===== config.mk =====
export PLATFORM = sky130hd
export DESIGN_NAME = sorted_wakeup_timer_queue
export DESIGN_NICKNAME = d
export VERILOG_FILES = /design/src/rtl/swtq_pkg.sv /design/src/rtl/swtq_ram.sv /design/src/rtl/swtq_alu.sv /design/src/rtl/sorted_wakeup_timer_queue.sv
export SDC_FILE = /design/constraint.sdc
export NUM_CORES = 1
export LEC_CHECK = 0
export BUFFER_PORTS_ARGS = -buffer_cell sky130_fd_sc_hd__clkbuf_2
export CELL_PAD_IN_SITES_DETAIL_PLACEMENT = 1
export CELL_PAD_IN_SITES_GLOBAL_PLACEMENT = 1
export CORE_UTILIZATION = 54
export DETAILED_ROUTE_END_ITERATION = 7
export PLACE_DENSITY_LB_ADDON = 0.1
export REMOVE_ABC_BUFFERS = 1
export SLEW_MARGIN = 20
export SYNTH_ARGS = -nofsm -noshare
export SYNTH_HDL_FRONTEND = slang
export SYNTH_HIERARCHICAL = 1
export SYNTH_SLANG_ARGS = --single-unit
export TNS_END_PERCENT = 10

===== constraint.sdc =====
create_clock -name clk -period 13.6 [get_ports clk]
set_input_delay 1.36 -clock clk [delete_from_list [all_inputs] [get_ports clk]]
set_output_delay 1.36 -clock clk [all_outputs]
set_load 0.005 [all_outputs]

===== src/rtl/swtq_pkg.sv =====
// ----------------------------------------------------------------------------
// Sorted wakeup timer queue package
// Shared types, field widths and codes for the timer queue and its units.
// ----------------------------------------------------------------------------
`default_nettype none

package swtq_pkg;

  localparam int ID_W    = 8;
  localparam int SLEEP_W = 32;
  localparam int TIME_W  = 48;
  localparam int COUNT_W = 5;

  localparam logic [TIME_W-1:0] TIME_MAX = {TIME_W{1'b1}};

  typedef enum logic [1:0] {
    OP_SCHEDULE = 2'd0,
    OP_REMOVE   = 2'd1,
    OP_POP      = 2'd2,
    OP_PEEK     = 2'd3
  } op_t;

  typedef enum logic [1:0] {
    STAT_OK      = 2'd0,
    STAT_EMPTY   = 2'd1,
    STAT_NOT_DUE = 2'd2,
    STAT_FULL    = 2'd3
  } status_t;

  typedef enum logic [2:0] {
    S_IDLE,
    S_HEAD,
    S_DROP,
    S_INS,
    S_RESP
  } state_t;

  typedef enum logic {
    ALU_ADD,
    ALU_SUB
  } alu_op_t;

  typedef struct packed {
    alu_op_t           op;
    logic [TIME_W-1:0] a;
    logic [TIME_W-1:0] b;
  } alu_req_t;

  typedef struct packed {
    logic              carry;
    logic              zero;
    logic [TIME_W-1:0] value;
  } alu_rsp_t;

  typedef struct packed {
    logic [ID_W-1:0]   id;
    logic [TIME_W-1:0] wake;
  } entry_t;

endpackage

`default_nettype wire


===== src/rtl/swtq_ram.sv =====
// ----------------------------------------------------------------------------
// Generic single-write, single-read RAM
// One write port and one read port with registered read data.
// ----------------------------------------------------------------------------
`default_nettype none

module swtq_ram #(
  parameter int WIDTH = 8,
  parameter int DEPTH = 16,
  localparam int AW = (DEPTH > 1) ? $clog2(DEPTH) : 1
) (
  input  wire logic             clk,
  input  wire logic             wr_en,
  input  wire logic [AW-1:0]    wr_addr,
  input  wire logic [WIDTH-1:0] wr_data,
  input  wire logic [AW-1:0]    rd_addr,
  output logic      [WIDTH-1:0] rd_data
);

  logic [WIDTH-1:0] mem_r [DEPTH];

  always_ff @(posedge clk) begin
    if (wr_en) begin
      mem_r[wr_addr] <= wr_data;
    end
    rd_data <= mem_r[rd_addr];
  end

endmodule

`default_nettype wire


===== src/rtl/swtq_alu.sv =====
// ----------------------------------------------------------------------------
// Timer queue time unit
// Shared 48-bit adder and subtractor: saturating add for wakeup times,
// subtract with borrow and zero flag for time compares and tick counts.
// ----------------------------------------------------------------------------
`default_nettype none

module swtq_alu (
  input  wire swtq_pkg::alu_req_t req,
  output swtq_pkg::alu_rsp_t      rsp
);

  logic [swtq_pkg::TIME_W:0] sum;

  always_comb begin
    if (req.op == swtq_pkg::ALU_ADD) begin
      sum = {1'b0, req.a} + {1'b0, req.b};
    end else begin
      sum = {1'b0, req.a} - {1'b0, req.b};
    end
    rsp.carry = sum[swtq_pkg::TIME_W];
    if (req.op == swtq_pkg::ALU_ADD && sum[swtq_pkg::TIME_W]) begin
      rsp.value = swtq_pkg::TIME_MAX;
    end else begin
      rsp.value = sum[swtq_pkg::TIME_W-1:0];
    end
    rsp.zero = (rsp.value == '0);
  end

endmodule

`default_nettype wire


===== src/rtl/sorted_wakeup_timer_queue.sv =====
// Pop or peek on an empty queue answers without reading the entries; peek or a pop reads the head first.
// Schedule and remove pass over every held entry to drop a matching id, and a due pop drops the head.
// Schedule then shifts later entries up, one at a time, to insert the new entry in wakeup order.
// One item is in work at a time; every entry step goes through the single entry memory.
// A finished result waits in the output register while the next item is accepted.
// Reset empties the queue at once; the entry memory is not cleared.
// ----------------------------------------------------------------------------
// Sorted wakeup timer queue
// Keeps task ids ordered by wakeup time in one entry memory. A sequencer
// compacts, shifts and inserts entries one per cycle using a shared time unit.
// ----------------------------------------------------------------------------
`default_nettype none

module sorted_wakeup_timer_queue #(
  parameter int QUEUE_DEPTH = 16
) (
  input  wire logic                          clk,
  input  wire logic                          rst_n,
  input  wire logic                          in_valid,
  output logic                               in_ready,
  input  wire logic [1:0]                    in_operation,
  input  wire logic [swtq_pkg::ID_W-1:0]     in_task_id,
  input  wire logic [swtq_pkg::SLEEP_W-1:0]  in_sleep_ticks,
  input  wire logic [swtq_pkg::TIME_W-1:0]   in_now,
  output logic                               out_valid,
  input  wire logic                          out_ready,
  output logic                               out_found,
  output logic [swtq_pkg::ID_W-1:0]          out_next_task_id,
  output logic [swtq_pkg::TIME_W-1:0]        out_wait_ticks,
  output logic [1:0]                         out_status,
  output logic [swtq_pkg::COUNT_W-1:0]       out_entry_count
);

  localparam int AW      = (QUEUE_DEPTH > 1) ? $clog2(QUEUE_DEPTH) : 1;
  localparam int CW      = $clog2(QUEUE_DEPTH + 1);
  localparam int ENTRY_W = $bits(swtq_pkg::entry_t);

  swtq_pkg::state_t  state_r, state_nxt;
  swtq_pkg::op_t     op_r, op_nxt;
  logic [swtq_pkg::ID_W-1:0]   id_r, id_nxt;
  logic [swtq_pkg::TIME_W-1:0] now_r, now_nxt;
  logic [swtq_pkg::TIME_W-1:0] wake_r, wake_nxt;
  logic [CW-1:0]     occ_r, occ_nxt;
  logic [CW-1:0]     idx_r, idx_nxt;
  logic [CW-1:0]     w_r, w_nxt;
  logic              vld_r, vld_nxt;
  logic              hit_r, hit_nxt;
  logic              popm_r, popm_nxt;

  logic                        res_found_r, res_found_nxt;
  logic [swtq_pkg::ID_W-1:0]   res_id_r, res_id_nxt;
  logic [swtq_pkg::TIME_W-1:0] res_wait_r, res_wait_nxt;
  swtq_pkg::status_t           res_status_r, res_status_nxt;

  logic                         out_valid_r, out_valid_nxt;
  logic                         out_found_r, out_found_nxt;
  logic [swtq_pkg::ID_W-1:0]    out_id_r, out_id_nxt;
  logic [swtq_pkg::TIME_W-1:0]  out_wait_r, out_wait_nxt;
  swtq_pkg::status_t            out_status_r, out_status_nxt;
  logic [swtq_pkg::COUNT_W-1:0] out_count_r, out_count_nxt;

  swtq_pkg::alu_req_t alu_req;
  swtq_pkg::alu_rsp_t alu_rsp;

  logic               wr_en;
  logic [CW-1:0]      wr_idx;
  swtq_pkg::entry_t   wr_entry;
  logic [CW-1:0]      rd_idx;
  logic [ENTRY_W-1:0] rd_data;
  swtq_pkg::entry_t   rd_entry;
  swtq_pkg::entry_t   new_entry;
  logic               skip;

  assign rd_entry  = swtq_pkg::entry_t'(rd_data);
  assign new_entry = '{id: id_r, wake: wake_r};

  swtq_ram #(
    .WIDTH(ENTRY_W),
    .DEPTH(QUEUE_DEPTH)
  ) u_entries (
    .clk    (clk),
    .wr_en  (wr_en),
    .wr_addr(wr_idx[AW-1:0]),
    .wr_data(wr_entry),
    .rd_addr(rd_idx[AW-1:0]),
    .rd_data(rd_data)
  );

  swtq_alu u_alu (
    .req(alu_req),
    .rsp(alu_rsp)
  );

  always_ff @(posedge clk) begin
    if (!rst_n) begin
      state_r     <= swtq_pkg::S_IDLE;
      occ_r       <= '0;
      vld_r       <= 1'b0;
      out_valid_r <= 1'b0;
    end else begin
      state_r     <= state_nxt;
      occ_r       <= occ_nxt;
      vld_r       <= vld_nxt;
      out_valid_r <= out_valid_nxt;
    end
  end

  always_ff @(posedge clk) begin
    op_r         <= op_nxt;
    id_r         <= id_nxt;
    now_r        <= now_nxt;
    wake_r       <= wake_nxt;
    idx_r        <= idx_nxt;
    w_r          <= w_nxt;
    hit_r        <= hit_nxt;
    popm_r       <= popm_nxt;
    res_found_r  <= res_found_nxt;
    res_id_r     <= res_id_nxt;
    res_wait_r   <= res_wait_nxt;
    res_status_r <= res_status_nxt;
    out_found_r  <= out_found_nxt;
    out_id_r     <= out_id_nxt;
    out_wait_r   <= out_wait_nxt;
    out_status_r <= out_status_nxt;
    out_count_r  <= out_count_nxt;
  end

  always_comb begin
    state_nxt      = state_r;
    op_nxt         = op_r;
    id_nxt         = id_r;
    now_nxt        = now_r;
    wake_nxt       = wake_r;
    occ_nxt        = occ_r;
    idx_nxt        = idx_r;
    w_nxt          = w_r;
    vld_nxt        = vld_r;
    hit_nxt        = hit_r;
    popm_nxt       = popm_r;
    res_found_nxt  = res_found_r;
    res_id_nxt     = res_id_r;
    res_wait_nxt   = res_wait_r;
    res_status_nxt = res_status_r;
    out_valid_nxt  = out_valid_r && !out_ready;
    out_found_nxt  = out_found_r;
    out_id_nxt     = out_id_r;
    out_wait_nxt   = out_wait_r;
    out_status_nxt = out_status_r;
    out_count_nxt  = out_count_r;
    in_ready       = (state_r == swtq_pkg::S_IDLE);
    wr_en          = 1'b0;
    wr_idx         = w_r;
    wr_entry       = rd_entry;
    rd_idx         = '0;
    skip           = 1'b0;
    alu_req.op     = swtq_pkg::ALU_ADD;
    alu_req.a      = in_now;
    alu_req.b      = swtq_pkg::TIME_W'(in_sleep_ticks);

    case (state_r)
      swtq_pkg::S_IDLE: begin
        if (in_valid) begin
          op_nxt         = swtq_pkg::op_t'(in_operation);
          id_nxt         = in_task_id;
          now_nxt        = in_now;
          wake_nxt       = alu_rsp.value;
          res_found_nxt  = 1'b0;
          res_id_nxt     = '0;
          res_wait_nxt   = '0;
          res_status_nxt = swtq_pkg::STAT_OK;
          idx_nxt        = '0;
          w_nxt          = '0;
          vld_nxt        = 1'b0;
          hit_nxt        = 1'b0;
          popm_nxt       = 1'b0;
          case (swtq_pkg::op_t'(in_operation))
            swtq_pkg::OP_SCHEDULE, swtq_pkg::OP_REMOVE: begin
              state_nxt = swtq_pkg::S_DROP;
            end
            default: begin
              if (occ_r == '0) begin
                res_status_nxt = swtq_pkg::STAT_EMPTY;
                state_nxt      = swtq_pkg::S_RESP;
              end else begin
                state_nxt = swtq_pkg::S_HEAD;
              end
            end
          endcase
        end
      end

      swtq_pkg::S_HEAD: begin
        alu_req.op = swtq_pkg::ALU_SUB;
        alu_req.a  = rd_entry.wake;
        alu_req.b  = now_r;
        res_id_nxt = rd_entry.id;
        if (!alu_rsp.carry && !alu_rsp.zero) begin
          res_wait_nxt   = alu_rsp.value;
          res_status_nxt = swtq_pkg::STAT_NOT_DUE;
          res_found_nxt  = (op_r == swtq_pkg::OP_PEEK);
          state_nxt      = swtq_pkg::S_RESP;
        end else begin
          res_found_nxt = 1'b1;
          if (op_r == swtq_pkg::OP_POP) begin
            popm_nxt  = 1'b1;
            state_nxt = swtq_pkg::S_DROP;
          end else begin
            state_nxt = swtq_pkg::S_RESP;
          end
        end
      end

      swtq_pkg::S_DROP: begin
        if (vld_r) begin
          skip = popm_r ? (idx_r == CW'(1)) : (rd_entry.id == id_r);
          if (skip) begin
            hit_nxt = 1'b1;
          end else begin
            wr_en  = 1'b1;
            wr_idx = w_r;
            w_nxt  = w_r + CW'(1);
          end
        end
        if (idx_r < occ_r) begin
          rd_idx  = idx_r;
          idx_nxt = idx_r + CW'(1);
          vld_nxt = 1'b1;
        end else begin
          vld_nxt = 1'b0;
        end
        if (!vld_r && !(idx_r < occ_r)) begin
          occ_nxt = w_r;
          case (op_r)
            swtq_pkg::OP_SCHEDULE: begin
              idx_nxt = w_r;
              if (w_r == CW'(QUEUE_DEPTH)) begin
                res_status_nxt = swtq_pkg::STAT_FULL;
                state_nxt      = swtq_pkg::S_RESP;
              end else begin
                state_nxt = swtq_pkg::S_INS;
              end
            end
            swtq_pkg::OP_REMOVE: begin
              res_found_nxt = hit_r;
              state_nxt     = swtq_pkg::S_RESP;
            end
            default: begin
              state_nxt = swtq_pkg::S_RESP;
            end
          endcase
        end
      end

      swtq_pkg::S_INS: begin
        alu_req.op = swtq_pkg::ALU_SUB;
        alu_req.a  = rd_entry.wake;
        alu_req.b  = wake_r;
        if (vld_r) begin
          wr_en  = 1'b1;
          wr_idx = idx_r + CW'(1);
          if (!alu_rsp.carry) begin
            wr_entry = rd_entry;
            if (idx_r != '0) begin
              rd_idx  = idx_r - CW'(1);
              idx_nxt = idx_r - CW'(1);
              vld_nxt = 1'b1;
            end else begin
              vld_nxt = 1'b0;
            end
          end else begin
            wr_entry  = new_entry;
            vld_nxt   = 1'b0;
            occ_nxt   = occ_r + CW'(1);
            state_nxt = swtq_pkg::S_RESP;
          end
        end else if (idx_r != '0) begin
          rd_idx  = idx_r - CW'(1);
          idx_nxt = idx_r - CW'(1);
          vld_nxt = 1'b1;
        end else begin
          wr_en     = 1'b1;
          wr_idx    = '0;
          wr_entry  = new_entry;
          occ_nxt   = occ_r + CW'(1);
          state_nxt = swtq_pkg::S_RESP;
        end
      end

      swtq_pkg::S_RESP: begin
        if (!out_valid_r || out_ready) begin
          out_valid_nxt  = 1'b1;
          out_found_nxt  = res_found_r;
          out_id_nxt     = res_id_r;
          out_wait_nxt   = res_wait_r;
          out_status_nxt = res_status_r;
          out_count_nxt  = swtq_pkg::COUNT_W'(occ_r);
          state_nxt      = swtq_pkg::S_IDLE;
        end
      end

      default: begin
        state_nxt = swtq_pkg::S_IDLE;
      end
    endcase
  end

  assign out_valid        = out_valid_r;
  assign out_found        = out_found_r;
  assign out_next_task_id = out_id_r;
  assign out_wait_ticks   = out_wait_r;
  assign out_status       = out_status_r;
  assign out_entry_count  = out_count_r;

`ifndef SYNTH
  a_occ_bound: assert property (@(posedge clk) disable iff (!rst_n)
    occ_r <= CW'(QUEUE_DEPTH))
    else $error("queue occupancy exceeds its depth");

  a_compact_order: assert property (@(posedge clk) disable iff (!rst_n)
    (state_r == swtq_pkg::S_DROP) |-> (w_r <= idx_r))
    else $error("compaction write index passed the read index");

  a_occ_steady: assert property (@(posedge clk) disable iff (!rst_n)
    (state_r != swtq_pkg::S_DROP && state_r != swtq_pkg::S_INS) |=> $stable(occ_r))
    else $error("occupancy changed outside an entry pass");

  a_ins_room: assert property (@(posedge clk) disable iff (!rst_n)
    (state_r == swtq_pkg::S_INS) |-> (occ_r < CW'(QUEUE_DEPTH)))
    else $error("insert pass started on a full queue");
`endif

endmodule

`default_nettype wire

Word level (Yosys, flattened, before mapping)

Memories as Yosys holds them, arrays and structs flattened. A register that Yosys moved wholly into a read port is not among the register bits.
Index checks and enable logic that the tools add are counted.

Logic and storage cells: 175
Input port bits: 94
Bits in writable memories: 896
Memories: 1
Flip-flop bits (word level): 251
Output and inout bits: 66

Reductions and logical operators: 36
Muxes and demuxes: 83
Equal/unequal tests: 26
Order comparisons: 1
Bitwise gates (word level): 1
$add $sub $neg: 6

Memory list:

| name            | words | bits a word | read ports | clocked after Yosys merged registers in | write ports | RTL line       | source |
|---|---|---|---|---|---|---|---|
| u_entries.mem_r | 16    | 56          | 1          | 1                                       | 1           | swtq_ram.sv:20 | `logic [WIDTH-1:0] mem_r [DEPTH];` |

Operators with widths:

| cell                                        | count |
|---|---|
| two-way mux 56 bit                          | 4 |
| case mux 97 bit (2 select lines)            | 1 |
| two-way mux 48 bit                          | 3 |
| case mux 48 bit (2 select lines)            | 1 |
| two-way mux 5 bit                           | 13 |
| adder 48 x 48 -> 49 bit                     | 1 |
| two-way mux 49 bit                          | 1 |
| subtractor 48 x 48 -> 49 bit                | 1 |
| logical NOT 48 bit                          | 1 |
| two-way mux 3 bit                           | 12 |
| two-way mux 4 bit                           | 7 |
| two-way mux 1 bit                           | 23 |
| != test 2 bit, second input constant        | 11 |
| case mux 5 bit (2 select lines)             | 2 |
| AND reduction 4 bit                         | 5 |
| case mux 8 bit (2 select lines)             | 1 |
| adder 5 x 1 -> 5 bit, second input constant | 3 |
| case mux 3 bit (5 select lines)             | 1 |
| case mux 5 bit (3 select lines)             | 1 |
| two-way mux 2 bit                           | 5 |
| equality test 8 bit                         | 1 |
| two-way mux 8 bit                           | 1 |
| case mux 4 bit (2 select lines)             | 1 |
| AND reduction 2 bit                         | 4 |
| other kinds (29)                            | 49 |

Depth between registers and ports, before layout

Depth after elaboration: 11
Depth in mapped cells: 36
Mapped depth without buffers: 31

Cells and area by module

Netlist, hierarchy kept.

Modules (own cells, without submodules):

| module                    | area each (um^2) | times used | sequential area each (um^2) | cells each |
|---|---|---|---|---|
| swtq_ram                  | 34678.3          | 1          | 28026.9                     | 1445 |
| sorted_wakeup_timer_queue | 11439.7          | 1          | 7437.1                      | 893 |
| swtq_alu                  | 4725.8           | 1          | 0.0                         | 697 |

Least setup slack after synthesis

No wires, ideal clock.

Path kind: in2reg
From: input port in_sleep_ticks[2] (netlist name)
To: register res_wait_r[0] (netlist name) (enable)
Arrival time: 9.341 ns
Library setup time: 0.520 ns
Required time: 13.080 ns
Path buffers: 0
Path slack: 3.739 ns
Stages on the path: 23
Cell sequence: nand2_1 -> o21ai_0 -> or4_1 -> nor4_2 -> nand2_1 -> nor3_2 -> and2_2 -> nand2_2 -> nor2_1 -> a21oi_1 -> xnor2_1 -> ha_1 -> nand2_1 -> or4_1 -> a311oi_1 -> o2111ai_1 -> a31oi_1 -> a21o_1 -> a21oi_1 -> xor2_1 -> and4bb_1 -> or2_2 -> o21ai_0

RTL lines:

| what                 | RTL line                         | source |
|---|---|---|
| start, declared      | sorted_wakeup_timer_queue.sv:23  | `input wire logic [swtq_pkg::SLEEP_W-1:0] in_sleep_ticks,` |
| end signal, assigned | sorted_wakeup_timer_queue.sv:119 | `res_wait_r <= res_wait_nxt;` |
| end, declared        | sorted_wakeup_timer_queue.sv:52  | `logic [swtq_pkg::TIME_W-1:0] res_wait_r, res_wait_nxt;` |

==> results by group <==
Timing
  • Relative slew margins: between 20% and 30%
  • Tightest Pin Transition: approximately 1.1 ns
  • Fin. Hold Viols: 0
  • Setup violators final: 0
  • Final Critical Period: between 9 and 10 ns
  • Hold_ws: ~0.42 ns
  • Highest Clock Rate: between 0.1 and 0.15 GHz
  • Max Slew Vio Count: 0
  • Clock skew: roughly 0.03 ns
  • Setup TNS: 0 ns
  • RSZ-0062 raised after global routing: no
  • Crit share post-route: ~70%

Setup path
  • Crit path required time: between 10 and 15 ns
  • Critical Path Fanout Max: 74
  • Worst flop-to-flop path endpoint: u_entries/rd_data[55]
  • Reg2reg setup slack: between 3 and 4 ns
  • Worst setup SP type: flip-flop
  • Slowest cell on crit path: nor2b_4
  • Cell repeated most along the worst path: a21oi_1
  • FF-to-FF Start: state_r[2]
  • CP arrival: ~10 ns
  • Crit Path Class: flip-flop to flip-flop
  • Worst R2R Path Depth: 30
  • Cell family with most CP delay: simple AND/OR/NAND/NOR gates
  • Max incr delay on CP: 0.94 ns
  • Crit. End Element: flip-flop
  • CP bufs+invs: 2

Yosys
  • Post-Syn Instances: about 3,000
  • FF+latch count, synth: 1,203
  • Sequential area share after synthesis: 69.8%
  • Synth warnings: 6
  • Synth Flop Type: edfxtp_1
  • Fraction of registers with async set/reset: 0%
  • Cell area after synthesis: between 50,000 and 60,000 um^2
  • EDFF count, synth: roughly 1,100
  • Synth cell types: 108
  • Syn Area/Cell: roughly 17 um^2

Drt
  • Final wirelength: about 150,000 um
  • ANT nets after route: 0
  • Vias per inst: ~6.5
  • Vias: approximately 30,000
  • Wire length per cell: approximately 32 um
  • Residual DRC: 0
  • Initial DRC count: about 3,200
  • Detailed Routing Iterations Pass 1: 7

Clocking
  • CTS resizes: 0
  • Clock Tree Root: clkbuf_16
  • Post-CTS Hold Buffers: 0
  • CTS tree: done
  • Clk sink count: 1,203
  • Post-CTS Setup Inserts: 0
  • Clock Path Buffers: 3
  • Worst-skew pair later-pin latency: slightly above 0.7 ns
  • Num CTS Buffers: between 100 and 150
  • H-tree depth: 3
  • Clk slew on worst S/H paths: around 0.060 ns

Final layout
  • Fill count: approximately 8,400
  • Nets@finish: 3,371
  • Reg area: between 30,000 and 40,000 um^2
  • Multi-input logic area: about 14,000 um^2
  • Finished Core Util: 60.7%
  • Fin area: between 50,000 and 60,000 um^2
  • Layout cell share with drive strength beyond 1: between 20% and 30%
  • Area growth syn-to-layout: 11.5%

Flow run
  • MaxCap Viol Count: 0

Place
  • RePlAce Congestion: approximately 0.94
  • Buffers on Ports: approximately 160
  • Cell area after placement: around 53,000 um^2
  • DP HPWL: 87,000 um

Min path
  • Worst Hold Class: flip-flop to flip-flop
  • Beginning of the worst hold path: res_status_r[0]
  • Hold depth: 0
  • Hold path endpoint: out_status[0]

Run status
  • Status: finished clean

Global routing
  • Largest net degree at the start of global routing: 141
  • Vias in the first global route: 30,700
  • GRT Util Overall: a little under a third
  • First-pass GRT wire length: roughly 210,000 um
  • Initial antenna violation count: 6
  • Overflow after GRT: 0

Die
  • Die Ht: between 300 and 400 um
  • Die width: about 300 um
  • Row cnt: ~110
  • Starting Density: around 54%
  • Io pins: 160
  • Core Area: slightly above 90,000 um^2
  • Die area: between 90,000 and 100,000 um^2

Pwr
  • Max VDD drop: 0.135 mV
  • Pwr Total: 9.12 mW
  • Leakage: ~19 nW
  • PwrDens: 161 nW/um^2
-- cells in the final DEF, fill, tap and decap left out, types with 34 or more instances in the layout --
cell type | netlist | final
a21oi_1 | 103 | 103
buf_4 | 9 | 45
nor2_1 | 111 | 98
clkbuf_16 | 0 | 119
a22oi_1 | 116 | 116
o21ai_0 | 86 | 83
mux4_2 | 224 | 224
and2_1 | 63 | 62
clkbuf_1 | 71 | 40
nand2_1 | 322 | 322
mux2i_1 | 57 | 57
clkbuf_2 | 0 | 159
dfxtp_1 | 66 | 65
inv_1 | 36 | 34
edfxtp_1 | 1137 | 1137
xnor2_1 | 78 | 78
mux2_2 | 58 | 58
ha_1 | 62 | 62
-- Yosys cell counts, types with 11 or more instances --
| library cell | instances | area [um^2] |
|---|---|---|
| mux4_2 | 224 | 5040 |
| o21ai_0 | 86 | 430 |
| a31oi_1 | 17 | 106 |
| buf_6 | 32 | 360 |
| a22oi_1 | 116 | 871 |
| edfxtp_1 | 1137 | 34100 |
| ha_1 | 62 | 776 |
| clkbuf_1 | 71 | 267 |
| nor3_1 | 26 | 130 |
| nand3_1 | 23 | 115 |
| a21oi_1 | 103 | 515 |
| nand2_2 | 21 | 131 |
| and2_1 | 63 | 394 |
| mux2i_1 | 57 | 571 |
| nand4_1 | 22 | 138 |
| nor4_1 | 14 | 87.6 |
| xnor2_1 | 78 | 683 |
| xor2_1 | 19 | 166 |
| nand2_1 | 322 | 1210 |
| a21o_1 | 22 | 165 |
| or3_1 | 11 | 68.8 |
| buf_2 | 33 | 165 |
| inv_1 | 36 | 135 |
| mux2_2 | 58 | 653 |
| nor2_1 | 111 | 417 |
| dfxtp_1 | 66 | 1320 |
-- logic make-up (layout without fill, tap and decap cells) --
| kind of cell | Yosys count | count (layout) | share of synthesized area (%) |
|---|---|---|---|
| flops | 1203 | 1203 | 69.8 |
| simple gates | 690 | 690 | 6.66 |
| compound gates | 450 | 450 | 5.83 |
| mux | 341 | 341 | 12.4 |
| buf+inv | 191 | 470 | 2.13 |
| xor+xnor | 97 | 97 | 1.67 |
| fa+ha+maj | 63 | 63 | 1.57 |
| other cells | 0 | 5 | 0 |
-- worst max path at each step --
stage | cells past startpoint | slack (ns) | endpoint | startpoint
4_1_cts | 28 | 3.86 | u_entries/rd_data[28] | state_r[2]
6_report | 30 | 3.80 | u_entries/rd_data[55] | state_r[2]
3_3_place_gp | 30 | 4.05 | u_entries/rd_data[28] | in_sleep_ticks[2]
3_5_place_dp | 30 | 3.85 | u_entries/rd_data[28] | in_sleep_ticks[2]
5_1_grt | 30 | 3.21 | u_entries/rd_data[21] | state_r[0]
2_1_floorplan | 28 | -23.88 | u_entries/rd_data[0] | state_r[2]
-- report_power, final --
| group | internal [mW] | switching [mW] | total (mW) | leakage, nW |
|---|---|---|---|---|
| sequential | 4.48 | 0.132 | 4.61 | 11.0 |
| combinational | 0.408 | 0.951 | 1.36 | 6.05 |
| clock | 1.78 | 1.38 | 3.15 | 1.81 |
| total | 6.66 | 2.46 | 9.12 | 18.8 |
-- layer usage --
layer / GRT usage (%) / vias to the layer above / wire, um
met5: 0 / - / 0
met4: 10.6 / 0 / 4390
met3: 4.38 / 261 / 11100
met2: 50.6 / 1393 / 71600
met1: 43.7 / 15600 / 60200
li1: - / 12400 / -
-- cell type report --
type | instances | area share, %
sequential | 1203 | 62.6
timing repair buffer | 211 | 2.27
clock buffer | 172 | 5.83
inverter | 40 | 0.280
multi-input combinational | 1641 | 25.6
antenna | 5 | 0.0221
tap | 1254 | 2.77
clock inverter | 47 | 0.693
-- registers in the layout, indices dropped and copies added, names as in the netlist, 8 cells and up --
signal	flops
id_r	8
now_r	48
out_next_task_id	8
out_wait_ticks	48
res_id_r	8
res_wait_r	48
u_entries/mem_r	896
u_entries/rd_data	56
wake_r	48
-- metrics by stage --
stage,worst slack (ns),std cells
after floorplan,-23.88,2884
after global placement,4.05,4346
after detailed placement,3.85,4346
after CTS,3.86,4565
after global routing,3.21,4572
final,3.80,4573
Note: power is estimated with default switching activity, not from simulation.
